==> src/hw/rtl/ihcs_pkg.sv <==
// ----------------------------------------------------------------------------
// ihcs_pkg
// Shared types, register map, and micro-program for the IHC synapse step.
// ----------------------------------------------------------------------------
package ihcs_pkg;

    localparam int FRAC     = 24;
    localparam int PADDR_W  = 6;
    localparam int PDATA_W  = 64;
    localparam int CHAN_W   = 4;
    localparam int SAMPLE_W = 32;
    localparam int VOL_W    = 47;
    localparam int CONC_W   = 48;
    localparam int PROB_W   = 48;

    typedef enum logic [2:0] {
        REG_GAIN   = 3'd0,
        REG_REST   = 3'd1,
        REG_SPAN_I = 3'd2,
        REG_SPAN_L = 3'd3,
        REG_SPAN_G = 3'd4,
        REG_GCONC  = 3'd5,
        REG_VMAX_I = 3'd6,
        REG_VMAX_L = 3'd7
    } t_reg_idx;

    typedef enum logic [2:0] {
        OP_MUL  = 3'd0,
        OP_DIV  = 3'd1,
        OP_ADD  = 3'd2,
        OP_SUB  = 3'd3,
        OP_ADDF = 3'd4
    } t_op;

    typedef enum logic [4:0] {
        SRC_ZERO, SRC_SAMPLE, SRC_GAIN, SRC_REST, SRC_SPAN_I, SRC_SPAN_L, SRC_SPAN_G,
        SRC_GCONC, SRC_VMAX_I, SRC_VMAX_L, SRC_RP, SRC_PI, SRC_PL, SRC_PG, SRC_VI,
        SRC_VL, SRC_CI, SRC_CL, SRC_T1, SRC_T2
    } t_src;

    typedef enum logic [3:0] {
        DST_RP, DST_PI, DST_PL, DST_PG, DST_VI, DST_VL, DST_CI, DST_CL, DST_T1, DST_T2
    } t_dst;

    typedef struct packed {
        t_op  op;
        t_src a;
        t_src b;
        t_dst dst;
    } t_uop;

    localparam int NSTEPS = 28;
    typedef logic [4:0] t_step;
    localparam t_step LAST_STEP = t_step'(NSTEPS - 1);

    // One Euler step, in order; the local update sees the new immediate conc.
    localparam t_uop UPROG [NSTEPS] = '{
        '{OP_MUL,  SRC_SAMPLE, SRC_GAIN,   DST_RP},
        '{OP_MUL,  SRC_SPAN_I, SRC_RP,     DST_T1},
        '{OP_ADDF, SRC_T1,     SRC_REST,   DST_PI},
        '{OP_MUL,  SRC_SPAN_L, SRC_RP,     DST_T1},
        '{OP_ADDF, SRC_T1,     SRC_REST,   DST_PL},
        '{OP_MUL,  SRC_SPAN_G, SRC_RP,     DST_T1},
        '{OP_ADDF, SRC_T1,     SRC_REST,   DST_PG},
        '{OP_ADDF, SRC_RP,     SRC_ZERO,   DST_RP},
        '{OP_SUB,  SRC_VMAX_I, SRC_VI,     DST_T1},
        '{OP_MUL,  SRC_T1,     SRC_RP,     DST_T1},
        '{OP_ADD,  SRC_VI,     SRC_T1,     DST_VI},
        '{OP_SUB,  SRC_VMAX_L, SRC_VL,     DST_T1},
        '{OP_MUL,  SRC_T1,     SRC_RP,     DST_T1},
        '{OP_ADD,  SRC_VL,     SRC_T1,     DST_VL},
        '{OP_SUB,  SRC_CL,     SRC_CI,     DST_T1},
        '{OP_MUL,  SRC_PL,     SRC_T1,     DST_T1},
        '{OP_MUL,  SRC_PI,     SRC_CI,     DST_T2},
        '{OP_SUB,  SRC_T1,     SRC_T2,     DST_T1},
        '{OP_DIV,  SRC_T1,     SRC_VI,     DST_T1},
        '{OP_ADD,  SRC_CI,     SRC_T1,     DST_CI},
        '{OP_SUB,  SRC_GCONC,  SRC_CL,     DST_T1},
        '{OP_MUL,  SRC_PG,     SRC_T1,     DST_T1},
        '{OP_SUB,  SRC_CL,     SRC_CI,     DST_T2},
        '{OP_MUL,  SRC_PL,     SRC_T2,     DST_T2},
        '{OP_SUB,  SRC_T1,     SRC_T2,     DST_T1},
        '{OP_DIV,  SRC_T1,     SRC_VL,     DST_T1},
        '{OP_ADD,  SRC_CL,     SRC_T1,     DST_CL},
        '{OP_MUL,  SRC_CI,     SRC_PI,     DST_T1}
    };

    typedef enum logic [4:0] {
        S_IDLE  = 5'b00001,
        S_FETCH = 5'b00010,
        S_EXEC  = 5'b00100,
        S_WAIT  = 5'b01000,
        S_DONE  = 5'b10000
    } t_state;

endpackage

==> src/hw/rtl/ihcs_mul.sv <==
// ----------------------------------------------------------------------------
// ihcs_mul
// Bit-serial fixed-point multiplier, truncating shift and saturation.
// ----------------------------------------------------------------------------
module ihcs_mul import ihcs_pkg::*; #(
    parameter int AW = 48,
    parameter int W  = 48
) (
    input  logic                 i_clk,
    input  logic                 i_rst_n,
    input  logic                 i_start,
    input  logic signed [AW-1:0] i_a,
    input  logic signed [AW-1:0] i_b,
    output logic                 o_done,
    output logic        [W-1:0]  o_res
);

    localparam int CNTW = $clog2(AW + 1);

    logic [AW-1:0]   r_x;
    logic [AW-1:0]   r_y;
    logic [2*AW-1:0] r_acc;
    logic            r_neg;
    logic [CNTW-1:0] r_cnt;
    logic            r_fin;

    logic [AW:0]     n_sum;
    logic            w_over;
    logic [W-2:0]    w_mag;

    assign n_sum = {1'b0, r_acc[2*AW-1:AW]} + {1'b0, (r_y[0] ? r_x : '0)};

    always_ff @(posedge i_clk) begin
        if (!i_rst_n) begin
            r_cnt <= '0;
            r_fin <= 1'b0;
        end else begin
            r_fin <= (r_cnt == CNTW'(1));
            if (i_start) begin
                r_cnt <= CNTW'(AW);
            end else if (r_cnt != '0) begin
                r_cnt <= r_cnt - CNTW'(1);
            end
        end
    end

    always_ff @(posedge i_clk) begin
        if (i_start) begin
            r_x   <= i_a[AW-1] ? AW'(-i_a) : AW'(i_a);
            r_y   <= i_b[AW-1] ? AW'(-i_b) : AW'(i_b);
            r_acc <= '0;
            r_neg <= i_a[AW-1] ^ i_b[AW-1];
        end else if (r_cnt != '0) begin
            r_acc <= {n_sum, r_acc[AW-1:1]};
            r_y   <= r_y >> 1;
        end
    end

    assign w_over = |r_acc[2*AW-1:FRAC+W-1];
    assign w_mag  = r_acc[FRAC+W-2:FRAC];

    always_comb begin
        if (r_neg) begin
            o_res = w_over ? {1'b1, {(W-1){1'b0}}} : W'(-{1'b0, w_mag});
        end else begin
            o_res = w_over ? {1'b0, {(W-1){1'b1}}} : {1'b0, w_mag};
        end
    end

    assign o_done = r_fin;

endmodule

==> config.mk <==
export PLATFORM = sky130hd
export DESIGN_NAME = ihcs_mul
export DESIGN_NICKNAME = d
export VERILOG_FILES = /design/src/hw/rtl/ihcs_pkg.sv /design/src/hw/rtl/ihcs_mul.sv
export SDC_FILE = /design/constraint.sdc
export NUM_CORES = 1
export LEC_CHECK = 0
export BUFFER_PORTS_ARGS = -buffer_cell sky130_fd_sc_hd__buf_2
export CELL_PAD_IN_SITES_DETAIL_PLACEMENT = 0
export CELL_PAD_IN_SITES_GLOBAL_PLACEMENT = 1
export CORE_ASPECT_RATIO = 0.6
export CORE_MARGIN = 2
export CORE_UTILIZATION = 45
export CTS_CLUSTER_SIZE = 40
export DETAILED_ROUTE_END_ITERATION = 10
export PLACE_DENSITY_LB_ADDON = 0.1
export SKIP_CTS_REPAIR_TIMING = 1
export SLEW_MARGIN = 5
export SYNTH_ARGS = -nofsm -noshare
export SYNTH_HDL_FRONTEND = slang
export SYNTH_SLANG_ARGS = --single-unit
==> constraint.sdc <==
create_clock -name i_clk -period 10.7 [get_ports i_clk]
set_input_delay 0.535 -clock i_clk [delete_from_list [all_inputs] [get_ports i_clk]]
set_output_delay 0.535 -clock i_clk [all_outputs]
set_load 0.1 [all_outputs]
==> results.tsv <==
stage	metric	value	unit
yosys	avgSynthCellArea	8.37	µm²
detailed_routing	drt_iter0_markers	1114	
yosys	synth_edf_count	97	
sta	rsz0062_at_grt	false	
sta	tightest_slew	1.01	ns
power	peakVddDrop	0.000124	V
floorplan	rows	47	
sta	setup_tns	0	ns
yosys	synthCells	1504	
sta	hold_ws	0.314	ns
power	p_leak	0.00570	µW
critical_path	critPathKind	reg2out	
yosys	synth.ff_latch_count	176	
layout	stdcell_count	1978	
clock_network	clock-root-buffer	clkbuf_16	
run	drv_cap	0	
floorplan	coreArea	27500	µm²
detailed_routing	viasPerCell	5.80	
worst_hold_path	min_path_type	in2reg	
yosys	synth_area	12600	µm²
detailed_routing	wirelength	36300	µm
yosys	yosysTopAreaCell	edfxtp_1	
power	p_per_area	205	nW/µm²
sta	setup_viol	0	
detailed_routing	vias	11474	
global_route	antenna_found_initial	0	
yosys	yosys.cell_types.count	70	
critical_path	path_max_fanout	59	
floorplan	initial_utilization	0.457	
clock_network	cts_buffers	17	
sta	min_period_over_period	0.423	
global_route	grt_max_degree	82	
global_route	grt_pass1_wl	56900	µm
floorplan	die_area	29400	µm²
yosys	yosys-top-cells-count	nand2_1 (203), a21oi_1 (148), nor2_1 (124)	
floorplan	die_y	134	µm
yosys	synthTopCellsByArea	edfxtp_1 (23%), dfxtp_1 (13%), nand2_1 (6.1%)	
critical_path	cp-start-kind	flop	
yosys	synth_nets	1657	
placed_design	hpwl	26300	µm
status	status	complete, no violations	
worst_hold_path	holdPathStages	1	
sta	fin_crit	4.53	ns
critical_path	r2r_cells	11	
yosys	yosysWarnings	0	
yosys	async_flop_share	0	
sta	hold_viol_final	0	
placed_design	numPortBuffers	147	
yosys	ys_seq_area_frac	0.357	
floorplan	die_w	220	µm
sta	relSlewSlack	0.325	
yosys	synth_top_area_frac	0.231	
layout	syn2layout_area_growth	12.1	%
critical_path	critical_path_required	10.17	ns
sta	finClkSkew	0.0131	ns
critical_path	crit_arrival	3.99	ns
layout	drive_gt1_frac	0.142	
detailed_routing	antenna_left	0	
detailed_routing	route.detailed.drc	0	
clock_network	cts_tree	done	
detailed_routing	firstDrtPassIters	6	
layout	nNetsFinal	1751	
yosys	yosysMostFrequentCell	nand2_1	
clock_network	clk_path_buf_depth	2	
sta	slew_viol_final	0	
placed_design	place.gp.congestion	0.936	
yosys	synthFlopType	edfxtp_1	
clock_network	clock_latency	0.45	ns
clock_network	clkTransAtPathRegs	0.07	ns
clock_network	cts.sinks	176	
placed_design	numPlacedInstances	1946	
global_route	grt_pass1_vias	10128	
floorplan	ioPinCount	148	
layout	diodes	0	
global_route	grtUsageTotal	0.246	
clock_network	ctsHtreeMaxLevel	4	
global_route	overflow	0	
detailed_routing	wl_per_cell	18.4	µm
critical_path	cp-end-kind	output pin	
sta	max_clock_freq	221	MHz
-- layout by cell type (no fill, tap or decap), drive strengths merged, types with 18 or more instances in the layout --
master / netlist / routed
nand2: 203 / 203
buf: 8 / 157
a21oi: 148 / 148
nor2: 124 / 124
edfxtp: 97 / 97
o21ai: 88 / 88
dfxtp: 79 / 79
xor2: 74 / 74
xnor2: 68 / 68
and2: 56 / 56
ha: 53 / 53
a21o: 34 / 34
nor3: 33 / 33
o31ai: 30 / 30
or3: 30 / 30
inv: 28 / 29
or4: 27 / 27
nand3: 24 / 24
o41ai: 23 / 23
clkbuf: 74 / 23
nand4: 18 / 18
-- final cells by class --
class,count,area (µm²)
Clock buffer,23,478
Clock inverter,9,82.6
Fill cell,2641,13400
Inverter,28,105
Multi-Input combinational cell,1218,7670
Sequential cell,176,4490
Tap cell,367,459
Timing Repair Buffer,157,817
-- report_power, final --
| part | switching, µW | internal [µW] | total [µW] |
|---|---|---|---|
| clock network | 275 | 339 | 614 |
| logic | 899 | 399 | 1300 |
| registers | 124 | 855 | 980 |
| total | 1300 | 1590 | 2890 |
-- cells by family after synthesis --
family | synth area share
muxes | 0.0176
adders and majority gates | 0.0543
xor gates and xnor gates | 0.0988
AOI/OAI and AO/OA | 0.211
DFF | 0.357
buffers and inverters | 0.0334
and+or+nand+nor | 0.228
-- metrics by stage --
stage	power, µW	instance area (µm²)	util	setup slack (ns)
after floorplan	1930	12600	-	5.11
after global routing	3060	14100	0.513	5.97
after CTS	2890	14100	0.513	6.25
after global placement	2270	13500	0.492	6.79
final	2890	14100	0.513	6.17
after detailed placement	2270	13500	0.492	6.65
-- routing by layer --
metal,GRT usage,routed length [µm],share of wire
met3,0.0516,2940,0.081
met2,0.314,13600,0.38
met1,0.413,19500,0.54
met5,0,0,0
met4,0.0414,214,0.0059
-- critical path, cell delays in order, from the launching register on --
cell and delay, ns:
dfxtp_1 0.34, nor4_1 0.47, and4_1 0.26, nand4_1 0.12, buf_4 0.35, or3_1 0.55, nor3_1 0.26, nand2_1 0.16
o41ai_1 0.36, xor2_1 0.20, buf_2 0.45
-- flip-flops by register name, summed over array words and instances, names as in the netlist --
register  flops
r_acc        72
r_neg         1
r_x          48
r_y          48
r_cnt         6
o_done        1
-- worst paths after layout --
kind,end,from,slack [ns]
min reg2reg,r_acc[72],r_acc[72],0.48
max reg2reg,r_acc[94],r_y[0],6.61
max,o_res[41],r_acc[75],6.17
min,r_x[0],i_a[0],0.31
No activity file was read; power rests on OpenSTA's default activity.
