`config.mk`:
```
export PLATFORM = sky130hd
export DESIGN_NAME = ihcs_div
export DESIGN_NICKNAME = d
export VERILOG_FILES = /design/src/hw/rtl/ihcs_pkg.sv /design/src/hw/rtl/ihcs_div.sv
export SDC_FILE = /design/constraint.sdc
export NUM_CORES = 1
export LEC_CHECK = 0
export ABC_AREA = 0
export BUFFER_PORTS_ARGS = -buffer_cell sky130_fd_sc_hd__buf_2
export CAP_MARGIN = 20
export CORE_MARGIN = 2
export CORE_UTILIZATION = 60
export DETAILED_ROUTE_END_ITERATION = 8
export HOLD_SLACK_MARGIN = 0.06
export PLACE_DENSITY = 0.93
export RECOVER_POWER = 100
export SYNTH_ARGS = -nofsm -noshare
export SYNTH_HDL_FRONTEND = slang
export SYNTH_SLANG_ARGS = --single-unit
```
`constraint.sdc`:
```
create_clock -name i_clk -period 8.57 [get_ports i_clk]
set_input_delay 0.857 -clock i_clk [delete_from_list [all_inputs] [get_ports i_clk]]
set_output_delay 0.857 -clock i_clk [all_outputs]
set_load 0.02 [all_outputs]
```
`src/hw/rtl/ihcs_pkg.sv`:
```
// ----------------------------------------------------------------------------
// ihcs_pkg
// Shared types, register map, and micro-program for the IHC synapse step.
// ----------------------------------------------------------------------------
package ihcs_pkg;

    localparam int FRAC     = 24;
    localparam int PADDR_W  = 6;
    localparam int PDATA_W  = 64;
    localparam int CHAN_W   = 4;
    localparam int SAMPLE_W = 32;
    localparam int VOL_W    = 47;
    localparam int CONC_W   = 48;
    localparam int PROB_W   = 48;

    typedef enum logic [2:0] {
        REG_GAIN   = 3'd0,
        REG_REST   = 3'd1,
        REG_SPAN_I = 3'd2,
        REG_SPAN_L = 3'd3,
        REG_SPAN_G = 3'd4,
        REG_GCONC  = 3'd5,
        REG_VMAX_I = 3'd6,
        REG_VMAX_L = 3'd7
    } t_reg_idx;

    typedef enum logic [2:0] {
        OP_MUL  = 3'd0,
        OP_DIV  = 3'd1,
        OP_ADD  = 3'd2,
        OP_SUB  = 3'd3,
        OP_ADDF = 3'd4
    } t_op;

    typedef enum logic [4:0] {
        SRC_ZERO, SRC_SAMPLE, SRC_GAIN, SRC_REST, SRC_SPAN_I, SRC_SPAN_L, SRC_SPAN_G,
        SRC_GCONC, SRC_VMAX_I, SRC_VMAX_L, SRC_RP, SRC_PI, SRC_PL, SRC_PG, SRC_VI,
        SRC_VL, SRC_CI, SRC_CL, SRC_T1, SRC_T2
    } t_src;

    typedef enum logic [3:0] {
        DST_RP, DST_PI, DST_PL, DST_PG, DST_VI, DST_VL, DST_CI, DST_CL, DST_T1, DST_T2
    } t_dst;

    typedef struct packed {
        t_op  op;
        t_src a;
        t_src b;
        t_dst dst;
    } t_uop;

    localparam int NSTEPS = 28;
    typedef logic [4:0] t_step;
    localparam t_step LAST_STEP = t_step'(NSTEPS - 1);

    // One Euler step, in order; the local update sees the new immediate conc.
    localparam t_uop UPROG [NSTEPS] = '{
        '{OP_MUL,  SRC_SAMPLE, SRC_GAIN,   DST_RP},
        '{OP_MUL,  SRC_SPAN_I, SRC_RP,     DST_T1},
        '{OP_ADDF, SRC_T1,     SRC_REST,   DST_PI},
        '{OP_MUL,  SRC_SPAN_L, SRC_RP,     DST_T1},
        '{OP_ADDF, SRC_T1,     SRC_REST,   DST_PL},
        '{OP_MUL,  SRC_SPAN_G, SRC_RP,     DST_T1},
        '{OP_ADDF, SRC_T1,     SRC_REST,   DST_PG},
        '{OP_ADDF, SRC_RP,     SRC_ZERO,   DST_RP},
        '{OP_SUB,  SRC_VMAX_I, SRC_VI,     DST_T1},
        '{OP_MUL,  SRC_T1,     SRC_RP,     DST_T1},
        '{OP_ADD,  SRC_VI,     SRC_T1,     DST_VI},
        '{OP_SUB,  SRC_VMAX_L, SRC_VL,     DST_T1},
        '{OP_MUL,  SRC_T1,     SRC_RP,     DST_T1},
        '{OP_ADD,  SRC_VL,     SRC_T1,     DST_VL},
        '{OP_SUB,  SRC_CL,     SRC_CI,     DST_T1},
        '{OP_MUL,  SRC_PL,     SRC_T1,     DST_T1},
        '{OP_MUL,  SRC_PI,     SRC_CI,     DST_T2},
        '{OP_SUB,  SRC_T1,     SRC_T2,     DST_T1},
        '{OP_DIV,  SRC_T1,     SRC_VI,     DST_T1},
        '{OP_ADD,  SRC_CI,     SRC_T1,     DST_CI},
        '{OP_SUB,  SRC_GCONC,  SRC_CL,     DST_T1},
        '{OP_MUL,  SRC_PG,     SRC_T1,     DST_T1},
        '{OP_SUB,  SRC_CL,     SRC_CI,     DST_T2},
        '{OP_MUL,  SRC_PL,     SRC_T2,     DST_T2},
        '{OP_SUB,  SRC_T1,     SRC_T2,     DST_T1},
        '{OP_DIV,  SRC_T1,     SRC_VL,     DST_T1},
        '{OP_ADD,  SRC_CL,     SRC_T1,     DST_CL},
        '{OP_MUL,  SRC_CI,     SRC_PI,     DST_T1}
    };

    typedef enum logic [4:0] {
        S_IDLE  = 5'b00001,
        S_FETCH = 5'b00010,
        S_EXEC  = 5'b00100,
        S_WAIT  = 5'b01000,
        S_DONE  = 5'b10000
    } t_state;

endpackage

```
`src/hw/rtl/ihcs_div.sv`:
```
// ----------------------------------------------------------------------------
// ihcs_div
// Bit-serial restoring divider for (n << FRAC) / d with saturation.
// ----------------------------------------------------------------------------
module ihcs_div import ihcs_pkg::*; #(
    parameter int AW = 48,
    parameter int W  = 48
) (
    input  logic                 i_clk,
    input  logic                 i_rst_n,
    input  logic                 i_start,
    input  logic signed [AW-1:0] i_n,
    input  logic signed [AW-1:0] i_d,
    output logic                 o_done,
    output logic        [W-1:0]  o_res
);

    localparam int DQW  = AW + FRAC;
    localparam int CNTW = $clog2(DQW + 1);

    logic [DQW-1:0]  r_dq;
    logic [AW-1:0]   r_dm;
    logic [AW-1:0]   r_rem;
    logic            r_neg;
    logic            r_nzero;
    logic [CNTW-1:0] r_cnt;
    logic            r_fin;

    logic [AW:0]     w_rs;
    logic            w_ge;
    logic            w_over;

    assign w_rs = {r_rem, r_dq[DQW-1]};
    assign w_ge = (w_rs >= {1'b0, r_dm});

    always_ff @(posedge i_clk) begin
        if (!i_rst_n) begin
            r_cnt <= '0;
            r_fin <= 1'b0;
        end else begin
            r_fin <= (r_cnt == CNTW'(1));
            if (i_start) begin
                r_cnt <= CNTW'(DQW);
            end else if (r_cnt != '0) begin
                r_cnt <= r_cnt - CNTW'(1);
            end
        end
    end

    always_ff @(posedge i_clk) begin
        if (i_start) begin
            r_dq    <= {(i_n[AW-1] ? AW'(-i_n) : AW'(i_n)), {FRAC{1'b0}}};
            r_dm    <= i_d[AW-1] ? AW'(-i_d) : AW'(i_d);
            r_rem   <= '0;
            r_neg   <= i_n[AW-1] ^ i_d[AW-1];
            r_nzero <= (i_n == '0);
        end else if (r_cnt != '0) begin
            r_rem <= AW'(w_ge ? (w_rs - {1'b0, r_dm}) : w_rs);
            r_dq  <= {r_dq[DQW-2:0], w_ge};
        end
    end

    // Zero divisor drives the quotient to all ones, which saturates by sign.
    assign w_over = |r_dq[DQW-1:W-1];

    always_comb begin
        if (r_nzero) begin
            o_res = '0;
        end else if (r_neg) begin
            o_res = w_over ? {1'b1, {(W-1){1'b0}}} : W'(-{1'b0, r_dq[W-2:0]});
        end else begin
            o_res = w_over ? {1'b0, {(W-1){1'b1}}} : {1'b0, r_dq[W-2:0]};
        end
    end

    assign o_done = r_fin;

endmodule

```
==> flow_metrics.py, run 1 <==
metrics = {
    "outcome": {
        "status": "finished with violations",
        "violations": "capacitance limit, slew limit",
    },
    "floorplan": {
        "die_area_um2": 23600,
        "num_rows": 54,
        "die-height_um": 154,
        "dieWidth_um": 154,
        "coreArea_um2": 21900,
        "start_util_pct": 61.4,
        "ios": 148,
    },
    "routing": {
        "drt-total-wl_um": 36600,
        "drt-wirelength-per-cell_um": 17.7,
        "ant_nets": 0,
        "firstDrtPassIters": 8,
        "drc": 0,
        "vias_per_cell": 6.36,
        "drtIter0Drc": 1507,
        "vias": 13200,
    },
    "power": {
        "power.leakage_nw": 5.67,
        "power_switching_mw": 1.51,
        "p_comb_share_pct": 43.8,
        "clkPwrFrac_pct": 22.1,
        "vdd_drop_max_mv": 0.203,
        "internal-power_mw": 2.10,
        "p_total_mw": 3.62,
        "swShare_pct": 41.9,
        "seqPwrFrac_pct": 34.1,
        "power.density_nw_per_um2": 247,
    },
    "finish": {
        "num_antenna_cells": 0,
        "final_core_util_pct": 67.0,
        "fin_area_um2": 14700,
        "layout-drive-gt1-share_pct": 8.86,
        "syn_to_final_growth_pct": 9.20,
        "fin_nets": 1936,
        "layout_common_cells": "nand2_1, nor2_1, o21ai_0",
        "final_cells": 2075,
        "mostFrequentLayoutCell": "nand2_1",
    },
    "sta": {
        "tightest_slew_ps": 3670,
        "setup_violations": 0,
        "min_period_ps": 5480,
        "grt_setup_unrepaired": "no",
        "setup_tns_ps": 0,
        "min_period_over_period_pct": 64.0,
        "clock.fmax_mhz": 182,
        "hold_slack_ps": 481,
        "slew_viol_final": 406,
        "relSlewSlack_pct": -145,
        "finClkSkew_ps": 8.93,
        "hold_viol_final": 0,
        "fin_ws_ps": 3090,
    },
    "global_route": {
        "grt_max_degree": 99,
        "grtUsageTotal_pct": 30.4,
        "grt_pass1_vias": 12200,
        "grt_pass1_wl_um": 59800,
        "overflow": 0,
        "grt_antenna_before_repair": 0,
    },
    "worst_setup_path": {
        "cp-start-kind": "register",
        "cp-endpoint": "r_rem[26]",
        "slowest_delay_ps": 1950,
        "cp.required_ps": 8870,
        "cp_common_cell": "a211oi_1",
        "crit_family": "compound AO/OA/AOI/OAI gates",
        "path_buf_inv": 1,
        "worst-path-stages": 11,
        "crit_chain": "inv_1, ha_1, nor2b_1, o2111ai_1, a211oi_1, o21ai_0, a211oi_1, o31a_1, or2_0, o311ai_0, a211oi_1",
        "rr_startpoint": "r_dq[71]",
        "critPathMaxFanout": 41,
        "reg2regPathDepth": 11,
        "r2r_slack_ps": 3090,
        "critPathKind": "register to register",
        "cp-end-kind": "register",
        "arrival_ps": 5780,
        "reg2reg_to": "r_rem[26]",
        "slowest_stage": "or2_0",
        "worstSetupStartpoint": "r_dq[71]",
    },
    "cts": {
        "clock_sinks": 178,
        "hold_buffers": 0,
        "ctsResizeCount": 0,
        "post_cts_buffers": 0,
        "numCtsBuffers": 17,
        "clk_latency_ps": 440,
        "htree_levels": 4,
        "cts_root_buffer": "clkbuf_16",
        "cts_tree": "done",
        "cts.path.max_buffers": 2,
        "path_clk_slew_ps": 70,
    },
    "hold_path": {
        "hold_class": "register to register",
    },
    "synth": {
        "netlist_area_um2": 13400,
        "syn_area_per_cell_um2": 7.89,
        "synth_top_area_share_pct": 21.9,
        "yosys_warnings": 0,
        "yosys.area.top_type": "edfxtp_1",
        "seq_area_frac_synth_pct": 33.8,
        "synthCells": 1702,
        "ys_async_sr_fraction_pct": 0,
        "yosys_most_used_dff": "edfxtp_1",
        "ys_ff_latch": 178,
        "synth.net_count": 1856,
        "synth_edf_count": 98,
        "synthTopCellsByArea": "edfxtp_1, dfxtp_1, xnor2_1, nand2_1, ha_1",
        "synth_cell_types": 76,
    },
    "placement": {
        "dpl.cell_count": 2043,
        "pre_cts_slack_ps": 4170,
        "placed_area_um2": 14200,
        "io_buffers": 147,
        "routabilityCongestion": 1.08,
        "hpwlAfterDp_um": 26600,
    },
    "job": {
        "cap_violations": 8,
    },
}
[how the worst min path moves through the flow]
stage | from | endpoint | slack [ps] | cells past startpoint
floorplan | r_rem[30] | r_rem[30] | 450 | 2
global placement | r_dq[19] | r_dq[19] | 470 | 2
detailed placement | r_dq[19] | r_dq[19] | 480 | 2
global route | r_dq[19] | r_dq[19] | 520 | 2
CTS | r_dq[19] | r_dq[19] | 480 | 2
finish | r_dq[19] | r_dq[19] | 480 | 2
[layer usage]
metal / up-vias / global-route usage, % / wire length [um]
met4: 0 / 10.2 / 892
met5: - / 0 / 0
met3: 90 / 4.74 / 3670
met2: 765 / 49.8 / 17000
met1: 6076 / 41.1 / 15100
li1: 6263 / - / -
[worst min-delay path: stages, from the launching register on]
cell and delay (ps):
dfxtp_1 330, nand2_1 60, a21oi_1 50
[power groups by stage]
stage	clock, mW	combinational, mW	sequential (mW)
global route	0.848	1.74	1.25
finish	0.801	1.58	1.23
CTS	0.808	1.54	1.22
global placement	0	1.50	1.23
detailed placement	0	1.53	1.24
floorplan	0	1.16	1.19
[logic make-up (layout without fill, tap and decap cells)]
group / after synthesis / count (layout) / share of synthesized area [%]
and+or+nand+nor: 680 / 680 / 23.5
AOI/OAI and AO/OA: 445 / 445 / 21.3
DFF: 178 / 178 / 33.8
buffers and inverters: 172 / 265 / 4.95
xor gates and xnor gates: 166 / 166 / 10.8
adders and majority gates: 55 / 55 / 5.18
muxes: 6 / 6 / 0.475
[synthesized netlist by cell type, types with 11 or more instances]
master	instances
a211oi_1	20
a21o_1	15
a21oi_1	110
a311oi_1	26
a31oi_1	11
clkbuf_1	82
dfxtp_1	80
edfxtp_1	98
ha_1	54
inv_1	76
nand2_1	285
nand2b_1	13
nand3_1	33
nand4_1	18
nor2_1	177
nor3_1	29
nor4_1	19
o21ai_0	132
o31ai_1	34
o41ai_1	23
or2_2	14
or3_1	22
or4_1	19
xnor2_1	128
xor2_1	38
[final cells by class]
cell class	count	area (um^2)
sequential	178	4540
multi-input combinational	1352	8160
tap	280	350
timing repair buffer	156	723
fill	1818	7220
inverter	77	289
clock buffer	18	429
clock inverter	14	168
[flip-flops by register name, summed over array words and instances (netlist names)]
register  count
r_dq         72
r_dm         48
r_rem        48
r_cnt         7
o_done        1
r_neg         1
r_nzero       1
Power figures use the tool's default switching activity.
==> run 2: changes to the inputs <==
Settings changed: ABC_AREA 0 to 1, CORE_UTILIZATION 60 to 56, PLACE_DENSITY 0.93 to 0.91.
Clock period 8.57 ns to 4.7 ns, I/O delays scaled along.
==> flow_metrics.py, run 2 <==
metrics = {
    "global_route": {
        "grt_pass1_vias": 16800,
        "grt_antenna_before_repair": 1,
        "grt_pass1_wl_um": 87600,
        "grtUsageTotal_pct": 35.8,
        "overflow": 0,
        "grt_max_degree": 62,
    },
    "synth": {
        "synth_common_cells": "nand2_1, nor2_1, inv_1",
        "synthMuxAreaShare_pct": 0,
        "synth-adder-area-share_pct": 4.25,
        "yosys_most_used_dff": "edfxtp_1",
        "synthXorXnorAreaFrac_pct": 6.21,
        "synth_most_common_cell": "nand2_1",
        "synthTopCellsByArea": "edfxtp_1, nand2_1, nor2_1, dfxtp_1, inv_1",
        "yosys_warnings": 0,
        "synth_cell_types": 53,
        "synthCells": 2673,
        "synth_top_area_share_pct": 18.0,
        "seq_area_frac_synth_pct": 27.8,
        "syn_area_per_cell_um2": 6.12,
        "synthSimpleGateAreaFrac_pct": 39.8,
        "synth_top_family_by_area": "simple AND/OR/NAND/NOR gates",
        "synth_compound_area_share_pct": 10.2,
        "ys_async_sr_fraction_pct": 0,
        "synth_edf_count": 98,
        "ys_ff_latch": 178,
        "netlist_area_um2": 16400,
        "synth.net_count": 2827,
        "yosys.area.top_type": "edfxtp_1",
    },
    "finish": {
        "fin_nets": 2934,
        "largest_register": "r_dq",
        "final_core_util_pct": 61.9,
        "syn_to_final_growth_pct": 8.69,
        "largest_reg_flops": 72,
        "fillers": 2826,
        "largestRegisters": "r_dq: 72 flops, r_dm: 48 flops, r_rem: 48 flops",
        "layout-drive-gt1-share_pct": 7.34,
        "layout_common_cells": "nand2_1, nor2_1, inv_1",
        "final-seq-area_um2": 4540,
        "multi_input_area_um2": 9840,
        "mostFrequentLayoutCell": "nand2_1",
        "num_antenna_cells": 0,
    },
    "routing": {
        "firstDrtPassIters": 7,
        "drc": 0,
        "drt-wirelength-per-cell_um": 17.3,
        "drtIter0Drc": 1806,
        "drt-total-wl_um": 55100,
        "vias_per_cell": 5.67,
        "ant_nets": 0,
        "vias": 18000,
    },
    "sta": {
        "tightest_slew_ps": 2860,
        "setup_violations": 0,
        "hold_viol_final": 0,
        "slew_viol_final": 138,
        "min_period_over_period_pct": 80.9,
        "finClkSkew_ps": 10.0,
        "relSlewSlack_pct": -90.4,
        "grt_setup_unrepaired": "no",
        "setup_tns_ps": 0,
        "min_period_ps": 3800,
        "clock.fmax_mhz": 263,
    },
    "cts": {
        "clock_sinks": 178,
        "post_cts_buffers": 0,
        "cts_root_buffer": "clkbuf_16",
        "ctsResizeCount": 0,
        "path_clk_slew_ps": 80,
        "numCtsBuffers": 17,
        "hold_buffers": 0,
        "cts.path.max_buffers": 2,
        "clk_latency_ps": 460,
        "htree_levels": 4,
        "cts_tree": "done",
    },
    "placement": {
        "hpwlAfterDp_um": 43500,
        "routabilityCongestion": 1.05,
        "io_buffers": 147,
    },
    "hold_path": {
        "min_to": "r_dm[0]",
        "hold_class": "input port to register",
        "holdPathStages": 1,
        "min_from": "i_d[0]",
    },
    "worst_setup_path": {
        "cp.required_ps": 4230,
        "slowest_delay_ps": 820,
        "rr_startpoint": "r_cnt[0]",
        "reg2reg_to": "r_dq[71]",
        "cp-start-kind": "register",
        "cp-end-kind": "output port",
        "critPathMaxFanout": 31,
        "critPathKind": "register to output port",
        "arrival_ps": 3330,
        "slowest_stage": "inv_1",
        "reg2regPathDepth": 8,
        "r2r_slack_ps": 940,
        "crit_chain": "or2_1, nor3_1, nand3b_1, inv_1, o21ai_0, a311oi_1, clkbuf_1",
    },
    "power": {
        "power.leakage_nw": 8.85,
        "power.density_nw_per_um2": 453,
        "vdd_drop_max_mv": 0.320,
        "p_total_mw": 8.05,
    },
    "floorplan": {
        "die_area_um2": 30600,
        "coreArea_um2": 28700,
        "dieWidth_um": 175,
        "num_rows": 62,
        "die-height_um": 175,
        "ios": 148,
        "start_util_pct": 57.0,
    },
    "outcome": {
        "status": "finished with violations",
        "violations": "capacitance limit, slew limit",
    },
    "job": {
        "cap_violations": 3,
    },
}
-- run 2: cell types whose count changed after synthesis, moves of 24 or more --
cell / change
a21oi_1: -32
a311oi_1: -24
clkbuf_1: -40
inv_1: +330
nand2_1: +443
nand3_1: +138
nand4_1: +29
nor2_1: +277
nor3_1: +24
o21ai_0: -24
o22ai_1: +28
xnor2_1: -90
xor2_1: +40
-- run 2: critical path, delay by kind of cell (launching register included) --
kind / cells / cell delay, ps
compound gates: 2 / 750
buf+inv: 2 / 1080
flops: 1 / 390
simple gates: 3 / 620
-- run 2: through the flow --
stage          instances  worst slack [ps]  hold slack [ps]  cell area (um^2)
2_1_floorplan       2673              1670              422             16400
3_3_place_gp        3145              1810              468             17300
3_5_place_dp        3145              1670              460             17300
4_1_cts             3177              1400              201             17900
5_1_grt             3177               646              258             17800
6_report            3177               896              254             17800
-- run 2: kinds of logic (layout without fill, tap and decap cells) --
group / Yosys count / in the layout
flip-flops: 178 / 178
AO/OA/AOI/OAI: 287 / 287
XOR/XNOR: 116 / 116
buffers and inverters: 493 / 613
adder cells (fa/ha/maj): 55 / 55
AND/OR/NAND/NOR: 1544 / 1544
-- run 2: worst max path at each step --
stage,to,cells past startpoint,startpoint
3_3_place_gp,r_rem[3],11,r_dm[9]
2_1_floorplan,r_dq[24],7,r_cnt[0]
5_1_grt,o_res[41],11,r_dq[63]
4_1_cts,o_res[41],11,r_dq[64]
6_report,o_res[1],7,r_dq[64]
3_5_place_dp,r_rem[31],11,r_dm[9]
-- run 2: area by class of cell --
cell class | instances | area share, %
inverters | 421 | 8.89
clock inverters | 14 | 0.802
clock buffers | 18 | 2.41
multi-input cells | 2002 | 55.3
well taps | 384 | 2.70
repair buffers | 160 | 4.29
flip-flops and latches | 178 | 25.6
-- run 2: routing by layer --
metal	part of all wire, %	track usage [%]	wire length [um]	up-vias
li1	-	-	-	8716
met1	45	50.6	24700	8280
met2	44	56.1	24100	891
met3	8.8	6.01	4830	114
met4	2.7	11.3	1490	0
met5	0	0	0	-
-- run 2: where the power goes --
| part | switching [mW] | internal, mW | leakage (nW) |
|---|---|---|---|
| Combinational | 2.97 | 1.36 | 6.91 |
| Clock | 0.708 | 0.707 | 0.279 |
| Sequential | 0.278 | 2.03 | 1.67 |
